**src/sv/lrupr_pkg.sv**
```systemverilog
`timescale 1ns / 1ps
// Shared types and constants for the LRU page replacement core.
// No dependencies; used by lrupr_ctrl, lrupr_datapath and the top level.
package lrupr_pkg;

    localparam int PAGE_PORT_W  = 16;
    localparam int FRAME_IDX_W  = 3;
    localparam int COUNT_W      = 16;
    localparam int CFG_W        = 4;

    localparam logic [CFG_W-1:0]   CFG_RESET = CFG_W'(4);
    localparam logic [COUNT_W-1:0] COUNT_TOP = {COUNT_W{1'b1}};

    // controller -> datapath
    typedef struct packed {
        logic start;   // latch request page, clear scan results
        logic issue;   // read frame at scan index, advance index
        logic commit;  // apply update, load result register
    } dp_cmd_t;

    // datapath -> controller
    typedef struct packed {
        logic last_issue;  // scan index sits on the last active frame
        logic out_free;    // result register can take a new result
    } dp_stat_t;

endpackage

```
**src/sv/lru_page_replacement_core.sv**
```systemverilog
`timescale 1ns / 1ps
// Top level of the LRU page replacement core: config register, sequencer, datapath.
// Depends on lrupr_pkg, lrupr_ctrl and lrupr_datapath.
//
//  channel   | handshake          | payload
//  ----------+--------------------+---------------------------------------------
//  request   | s_valid / s_ready  | s_page_number
//  result    | m_valid / m_ready  | m_hit, m_frame_index, m_evicted_valid,
//            |                    | m_evicted_page, m_fault_count
//  config    | cfg_we (no wait)   | cfg_wdata (frames_in_use)
//
// Scan: each request reads the active frames. The page store has one read
//   port and the scan reads one frame per cycle.
// Reset: valid bits and recency ranks clear at once (no clearing pass);
//   frames_in_use returns to 4, fault count to zero.
// Stalls: a finished result waits in the result register while the next request
//   is taken and scanned; commit holds only while that register is full and m_ready low.
module lru_page_replacement_core #(
    parameter int MAX_FRAMES = 8,
    parameter int PAGE_BITS  = 16
) (
    input  logic                                  aclk,
    input  logic                                  aresetn,
    input  logic                                  cfg_we,
    input  logic [lrupr_pkg::CFG_W-1:0]           cfg_wdata,
    input  logic                                  s_valid,
    output logic                                  s_ready,
    input  logic [lrupr_pkg::PAGE_PORT_W-1:0]     s_page_number,
    output logic                                  m_valid,
    input  logic                                  m_ready,
    output logic                                  m_hit,
    output logic [lrupr_pkg::FRAME_IDX_W-1:0]     m_frame_index,
    output logic                                  m_evicted_valid,
    output logic [lrupr_pkg::PAGE_PORT_W-1:0]     m_evicted_page,
    output logic [lrupr_pkg::COUNT_W-1:0]         m_fault_count
);

    localparam int IDX_W = $clog2(MAX_FRAMES > 1 ? MAX_FRAMES : 2);

    logic [lrupr_pkg::CFG_W-1:0] frames_in_use_reg;
    logic [IDX_W-1:0]            last_idx;
    lrupr_pkg::dp_cmd_t          cmd;
    lrupr_pkg::dp_stat_t         stat;

    always_ff @(posedge aclk) begin
        if (!aresetn) begin
            frames_in_use_reg <= lrupr_pkg::CFG_RESET;
        end else if (cfg_we) begin
            frames_in_use_reg <= cfg_wdata;
        end
    end

    // Last active frame: zero acts as one frame, too many clamps to all frames.
    always_comb begin
        if (frames_in_use_reg == '0) begin
            last_idx = '0;
        end else if (32'(frames_in_use_reg) >= MAX_FRAMES) begin
            last_idx = IDX_W'(MAX_FRAMES - 1);
        end else begin
            last_idx = IDX_W'(32'(frames_in_use_reg) - 32'd1);
        end
    end

    lrupr_ctrl u_ctrl (
        .aclk    (aclk),
        .aresetn (aresetn),
        .s_valid (s_valid),
        .s_ready (s_ready),
        .stat    (stat),
        .cmd     (cmd)
    );

    lrupr_datapath #(
        .MAX_FRAMES (MAX_FRAMES),
        .PAGE_BITS  (PAGE_BITS)
    ) u_datapath (
        .aclk            (aclk),
        .aresetn         (aresetn),
        .cmd             (cmd),
        .stat            (stat),
        .last_idx        (last_idx),
        .s_page_number   (s_page_number),
        .m_valid         (m_valid),
        .m_ready         (m_ready),
        .m_hit           (m_hit),
        .m_frame_index   (m_frame_index),
        .m_evicted_valid (m_evicted_valid),
        .m_evicted_page  (m_evicted_page),
        .m_fault_count   (m_fault_count)
    );

    // one request in flight: after acceptance the scan must start
    a_one_in_flight: assert property (@(posedge aclk) disable iff (!aresetn)
        (s_valid && s_ready) |=> (!s_ready && cmd.issue))
        else $error("request accepted while another is in flight");

    a_hit_no_evict: assert property (@(posedge aclk) disable iff (!aresetn)
        (m_valid && m_hit) |-> !m_evicted_valid)
        else $error("hit result reports an eviction");

    a_evict_page_zero: assert property (@(posedge aclk) disable iff (!aresetn)
        (m_valid && !m_evicted_valid) |-> (m_evicted_page == '0))
        else $error("evicted page not zero without eviction");

    a_commit_after_scan: assert property (@(posedge aclk) disable iff (!aresetn)
        cmd.commit |-> !cmd.issue && !s_ready)
        else $error("commit overlaps scan or idle");

endmodule

```
**src/sv/lrupr_ctrl.sv**
```systemverilog
`timescale 1ns / 1ps
// Sequencer for one request: accept, scan frames, drain read, commit.
// Depends on lrupr_pkg.
module lrupr_ctrl (
    input  logic                aclk,
    input  logic                aresetn,
    input  logic                s_valid,
    output logic                s_ready,
    input  lrupr_pkg::dp_stat_t stat,
    output lrupr_pkg::dp_cmd_t  cmd
);

    typedef enum logic [1:0] {
        ST_IDLE,
        ST_SCAN,
        ST_DRAIN,
        ST_COMMIT
    } state_t;

    state_t state_reg;
    state_t state_next;

    always_comb begin
        state_next = state_reg;
        case (state_reg)
            ST_IDLE: begin
                if (s_valid) begin
                    state_next = ST_SCAN;
                end
            end
            ST_SCAN: begin
                if (stat.last_issue) begin
                    state_next = ST_DRAIN;
                end
            end
            ST_DRAIN: begin
                state_next = ST_COMMIT;
            end
            ST_COMMIT: begin
                if (stat.out_free) begin
                    state_next = ST_IDLE;
                end
            end
            default: begin
                state_next = ST_IDLE;
            end
        endcase
    end

    assign s_ready    = (state_reg == ST_IDLE);
    assign cmd.start  = (state_reg == ST_IDLE) && s_valid;
    assign cmd.issue  = (state_reg == ST_SCAN);
    assign cmd.commit = (state_reg == ST_COMMIT) && stat.out_free;

    always_ff @(posedge aclk) begin
        if (!aresetn) begin
            state_reg <= ST_IDLE;
        end else begin
            state_reg <= state_next;
        end
    end

endmodule

```
**src/sv/lrupr_datapath.sv**
```systemverilog
`timescale 1ns / 1ps
// Frame store, recency ranks, scan accumulators, fault counter, result register.
// Depends on lrupr_pkg.
module lrupr_datapath #(
    parameter int MAX_FRAMES = 8,
    parameter int PAGE_BITS  = 16
) (
    input  logic                                  aclk,
    input  logic                                  aresetn,
    input  lrupr_pkg::dp_cmd_t                    cmd,
    output lrupr_pkg::dp_stat_t                   stat,
    input  logic [$clog2(MAX_FRAMES > 1 ? MAX_FRAMES : 2)-1:0] last_idx,
    input  logic [lrupr_pkg::PAGE_PORT_W-1:0]     s_page_number,
    output logic                                  m_valid,
    input  logic                                  m_ready,
    output logic                                  m_hit,
    output logic [lrupr_pkg::FRAME_IDX_W-1:0]     m_frame_index,
    output logic                                  m_evicted_valid,
    output logic [lrupr_pkg::PAGE_PORT_W-1:0]     m_evicted_page,
    output logic [lrupr_pkg::COUNT_W-1:0]         m_fault_count
);

    localparam int IDX_W = $clog2(MAX_FRAMES > 1 ? MAX_FRAMES : 2);
    localparam logic [IDX_W-1:0] RANK_TOP = IDX_W'(MAX_FRAMES - 1);

    // page store: one read port (scan), one write port (commit)
    logic [PAGE_BITS-1:0] page_mem [MAX_FRAMES];
    logic                 valid_reg [MAX_FRAMES];
    logic [IDX_W-1:0]     rank_reg  [MAX_FRAMES];

    logic [PAGE_BITS-1:0] page_reg;
    logic [IDX_W-1:0]     scan_idx_reg;

    // registered read stage
    logic [PAGE_BITS-1:0] rd_page_reg;
    logic                 rd_valid_reg;
    logic [IDX_W-1:0]     rd_rank_reg;
    logic [IDX_W-1:0]     rd_idx_reg;
    logic                 rd_live_reg;

    // scan results
    logic                 found_reg;
    logic [IDX_W-1:0]     hit_idx_reg;
    logic [IDX_W-1:0]     hit_rank_reg;
    logic                 empty_reg;
    logic [IDX_W-1:0]     empty_idx_reg;
    logic [IDX_W-1:0]     best_rank_reg;
    logic [IDX_W-1:0]     vict_idx_reg;
    logic [PAGE_BITS-1:0] vict_page_reg;

    logic [lrupr_pkg::COUNT_W-1:0] faults_reg;
    logic                          m_valid_reg;

    logic             evict;
    logic [IDX_W-1:0] slot;
    logic [IDX_W-1:0] limit;
    logic             age_all;

    assign evict   = !found_reg && !empty_reg;
    assign slot    = found_reg ? hit_idx_reg : (empty_reg ? empty_idx_reg : vict_idx_reg);
    assign limit   = found_reg ? hit_rank_reg : best_rank_reg;
    assign age_all = !found_reg && empty_reg;

    assign stat.last_issue = (scan_idx_reg == last_idx);
    assign stat.out_free   = !m_valid_reg || m_ready;
    assign m_valid         = m_valid_reg;

    // page store writes and scan read
    always_ff @(posedge aclk) begin
        if (cmd.commit && !found_reg) begin
            page_mem[slot] <= page_reg;
        end
        if (cmd.issue) begin
            rd_page_reg <= page_mem[scan_idx_reg];
        end
    end

    // payload registers
    always_ff @(posedge aclk) begin
        if (cmd.start) begin
            page_reg <= PAGE_BITS'(s_page_number);
        end
        if (cmd.issue) begin
            rd_valid_reg <= valid_reg[scan_idx_reg];
            rd_rank_reg  <= rank_reg[scan_idx_reg];
            rd_idx_reg   <= scan_idx_reg;
        end
        if (rd_live_reg) begin
            if (rd_valid_reg && (rd_page_reg == page_reg) && !found_reg) begin
                hit_idx_reg  <= rd_idx_reg;
                hit_rank_reg <= rd_rank_reg;
            end
            if (!rd_valid_reg && !empty_reg) begin
                empty_idx_reg <= rd_idx_reg;
            end
            // first frame with the largest rank
            if ((rd_idx_reg == '0) || (rd_rank_reg > best_rank_reg)) begin
                best_rank_reg <= rd_rank_reg;
                vict_idx_reg  <= rd_idx_reg;
                vict_page_reg <= rd_page_reg;
            end
        end
        if (cmd.commit) begin
            m_hit           <= found_reg;
            m_frame_index   <= lrupr_pkg::FRAME_IDX_W'(slot);
            m_evicted_valid <= evict;
            m_evicted_page  <= evict ? lrupr_pkg::PAGE_PORT_W'(vict_page_reg)
                                     : '0;
            m_fault_count   <= (!found_reg && (faults_reg != lrupr_pkg::COUNT_TOP))
                               ? faults_reg + 1'b1 : faults_reg;
        end
    end

    // control state
    always_ff @(posedge aclk) begin
        if (!aresetn) begin
            scan_idx_reg <= '0;
            rd_live_reg  <= 1'b0;
            found_reg    <= 1'b0;
            empty_reg    <= 1'b0;
            faults_reg   <= '0;
            m_valid_reg  <= 1'b0;
            for (int k = 0; k < MAX_FRAMES; k++) begin
                valid_reg[k] <= 1'b0;
                rank_reg[k]  <= '0;
            end
        end else begin
            rd_live_reg <= cmd.issue;
            if (cmd.start) begin
                scan_idx_reg <= '0;
                found_reg    <= 1'b0;
                empty_reg    <= 1'b0;
            end else if (cmd.issue) begin
                scan_idx_reg <= scan_idx_reg + 1'b1;
            end
            if (rd_live_reg) begin
                if (rd_valid_reg && (rd_page_reg == page_reg)) begin
                    found_reg <= 1'b1;
                end
                if (!rd_valid_reg) begin
                    empty_reg <= 1'b1;
                end
            end
            if (cmd.commit) begin
                for (int k = 0; k < MAX_FRAMES; k++) begin
                    if (IDX_W'(k) == slot) begin
                        rank_reg[k] <= '0;
                    end else if ((IDX_W'(k) <= last_idx) && valid_reg[k]
                                 && (age_all || (rank_reg[k] < limit))
                                 && (rank_reg[k] != RANK_TOP)) begin
                        rank_reg[k] <= rank_reg[k] + 1'b1;
                    end
                end
                if (!found_reg) begin
                    valid_reg[slot] <= 1'b1;
                    if (faults_reg != lrupr_pkg::COUNT_TOP) begin
                        faults_reg <= faults_reg + 1'b1;
                    end
                end
            end
            if (cmd.commit) begin
                m_valid_reg <= 1'b1;
            end else if (m_ready) begin
                m_valid_reg <= 1'b0;
            end
        end
    end

endmodule

```
**config.mk**
```make
export PLATFORM = sky130hd
export DESIGN_NAME = lru_page_replacement_core
export DESIGN_NICKNAME = d
export VERILOG_FILES = /design/src/sv/lrupr_pkg.sv /design/src/sv/lru_page_replacement_core.sv /design/src/sv/lrupr_ctrl.sv /design/src/sv/lrupr_datapath.sv
export SDC_FILE = /design/constraint.sdc
export NUM_CORES = 1
export LEC_CHECK = 0
export ABC_AREA = 1
export BUFFER_PORTS_ARGS = -buffer_cell sky130_fd_sc_hd__clkbuf_2
export CORE_MARGIN = 10
export CORE_UTILIZATION = 60
export CTS_BUF_LIST = sky130_fd_sc_hd__clkbuf_8
export CTS_CLUSTER_DIAMETER = 200
export DETAILED_ROUTE_END_ITERATION = 12
export PLACE_DENSITY = 0.84
export SYNTH_ARGS = -nofsm -noshare
export SYNTH_HDL_FRONTEND = slang
export SYNTH_HIERARCHICAL = 1
export SYNTH_SLANG_ARGS = --single-unit
```
**constraint.sdc**
```tcl
create_clock -name aclk -period 4.2 [get_ports aclk]
set_input_delay 0.21 -clock aclk [delete_from_list [all_inputs] [get_ports aclk]]
set_output_delay 0.21 -clock aclk [all_outputs]
set_load 0.02 [all_outputs]
```
==> out/metrics.cfg <==
[synth]
ys_types=38
synth_flop_cell=edfxtp_1
synth_area_leaders=edfxtp_1 59%, nor2_1 6.5%, nand2_1 6.3%
yosysWarnings=6
synth_most_common_cell=edfxtp_1
seq_area_frac_synth_pct=64.6
netlist_area_um2=13200
yosysTopAreaCell=edfxtp_1
synth.avg_cell_area_um2=10.6
synth_nets=1307
ys_top_cells_by_count=259 x edfxtp_1, 230 x nor2_1, 221 x nand2_1
synth_edf_count=259
syn_inst=1240
ys_ff_latch=296
synthArstFlopShare_pct=0
synth_top_area_share_pct=59.0

[final_layout]
layout-drive-gt1-share_pct=13.7
fin_util_pct=69.0
nets=1423
syn_to_final_growth_pct=13.6
antenna-diode-count=0
largest_reg_flops=128

[hold_path]
hold_depth=6
hp-class=input port to register

[sta]
rsz0062_at_grt=no
setup_viol=0
fmax_mhz=392
final.setup.tns_ns=0
hold_violations=0
report.final.slew_viol_count=0
post-route-period-util_pct=60.8
maxSlewHeadroom_pct=20.4
tightestPinTransition_ns=1.19
period_needed_ns=2.55
finalClockSkew_ns=0.0220

[clock_tree]
cts_buffer_depth=3
clk_pin_slew_ns=0.06
cts_tree=built
cts_setup_buffers=0
clockRootBuffer=clkbuf_8
cts_made_buffers=47
htreeDepth=2
clock_sinks=296
clock_latency_ns=0.57

[run]
cap_violations=0

[placement]
dp_hpwl_um=18400
io_buffers=63
gp_congestion=0.906

[critical_path]
r2r_cells=9
critPathBufInv=5
crit_chain=ha_1 > nand2_1 > inv_2 > buf_4 > inv_2 > nor2_1 > inv_2 > nor2_2 > buf_4
crit_path_start_kind=register
endpoint_kind=register
path_common_cell=inv_2
crit_type=register to register
cp.arrival_ns=2.78
critPathRequiredTime_ns=4.43
path_depth=9
critPathTopFamily=buffers and inverters
worst_path_max_delay_cell=buf_4
worst_path_largest_cell_delay_ns=0.48
critPathMaxFanout=45

[die]
dieHeight_um=168
die_area_um2=28300
fp-row-count=54
die_w_um=168
start_util_pct=60.8
coreArea_um2=21700
io_pins=64

[grt]
grt_usage_pct=20.2
overflow=0
grt_max_degree=82
grt_first_pass_wirelength_um=46400
grt_pass1_vias=9008
antenna_found_initial=0

[drt]
drc=0
vias_per_cell=5.59
drt_wl_total_um=29200
ant_nets=0
num_vias=9369
drt_iter0_markers=1096
wire_per_inst_um=17.4
first_pass_iters=6

[power_and_ir_drop]
pwr_density_cell_nw_per_um2=517
leakage_nw=6.00
vdd_drop_max_mv=0.326

[outcome]
run_status=finished clean

final cells by class:
cell class / count / area, um2
Sequential cell: 296 / 8520
Fill cell: 1526 / 6720
Multi-Input combinational cell: 783 / 4000
Clock buffer: 54 / 743
Timing Repair Buffer: 110 / 741
Inverter: 118 / 443
Tap cell: 280 / 350
Clock inverter: 34 / 179
cells by family after synthesis:
family / Yosys count / synth area share [%]
XOR/XNOR: 17 / 1.13
adder cells (fa/ha/maj): 42 / 3.99
AO/OA/AOI/OAI: 187 / 7.40
flip-flops: 296 / 64.6
AND/OR/NAND/NOR: 537 / 17.8
buffers and inverters: 161 / 5.10
power breakdown:
| group | leakage, nW | total [mW] | internal [mW] | switching [mW] |
|---|---|---|---|---|
| Clock | 0.564 | 2.32 | 1.24 | 1.08 |
| Combinational | 2.75 | 1.49 | 0.453 | 1.04 |
| Sequential | 2.69 | 3.93 | 3.66 | 0.268 |
what timing repair did:
item                      CTS  global route
hold endpoints to repair   21             0
hold buffers               29             0
resized for setup           0             0
final timing paths:
check	slack [ns]	end	from
worst min-delay path	0.11	u_ctrl/state_reg[1]	s_valid
worst max-delay path	1.65	u_datapath/page_mem[7][15]	u_ctrl/state_reg[0]
worst max register to register	1.65	u_datapath/page_mem[7][15]	u_ctrl/state_reg[0]
worst min register to register	0.47	u_datapath/vict_page_reg[2]	u_datapath/rd_page_reg[2]
cells in the final DEF, fill, tap and decap left out, types with 6 or more instances in the layout:
master,n
nor2_1,230
dlygate4sd3_1,29
dfxtp_1,36
ha_1,42
o21ai_0,103
nand2_1,221
inv_1,134
a21oi_1,42
clkbuf_8,54
nand3_4,6
buf_4,18
o21ai_1,11
nand3_1,27
a31oi_1,20
inv_2,8
edfxtp_1,259
o22ai_1,8
nand4_1,6
clkbuf_2,63
nand2_2,8
xor2_1,13
nand3_2,11
worst register-to-register path, cell delays in order (launching register included):
cell     delay, ns
dfxtp_1       0.36
ha_1          0.17
nand2_1       0.06
inv_2         0.04
buf_4         0.48
inv_2         0.21
nor2_1        0.28
inv_2         0.17
nor2_2        0.14
buf_4         0.31
metrics by stage:
stage / instances / hold slack (ns) / worst slack [ns] / area [um2] / total power [mW]
detailed placement: 1558 / 0.389 / 1.67 / 13800 / 5.42
global route: 1675 / 0.132 / 1.41 / 15000 / 8.15
floorplan: 1240 / 0.294 / 1.12 / 13200 / 4.94
finish: 1675 / 0.114 / 1.65 / 15000 / 7.75
CTS: 1675 / 0.0910 / 1.62 / 15000 / 7.77
global placement: 1558 / 0.388 / 1.77 / 13800 / 5.35
per-layer routing:
| layer | share of wire (%) | track usage [%] | wire length [um] | vias to the layer above |
|---|---|---|---|---|
| li1 | - | - | - | 4450 |
| met1 | 40 | 26.6 | 11700 | 4308 |
| met2 | 46 | 32.0 | 13500 | 529 |
| met3 | 11 | 4.12 | 3100 | 82 |
| met4 | 3.1 | 8.59 | 910 | 0 |
| met5 | 0 | 0 | 0 | - |
(Power assumes the default switching activity.)
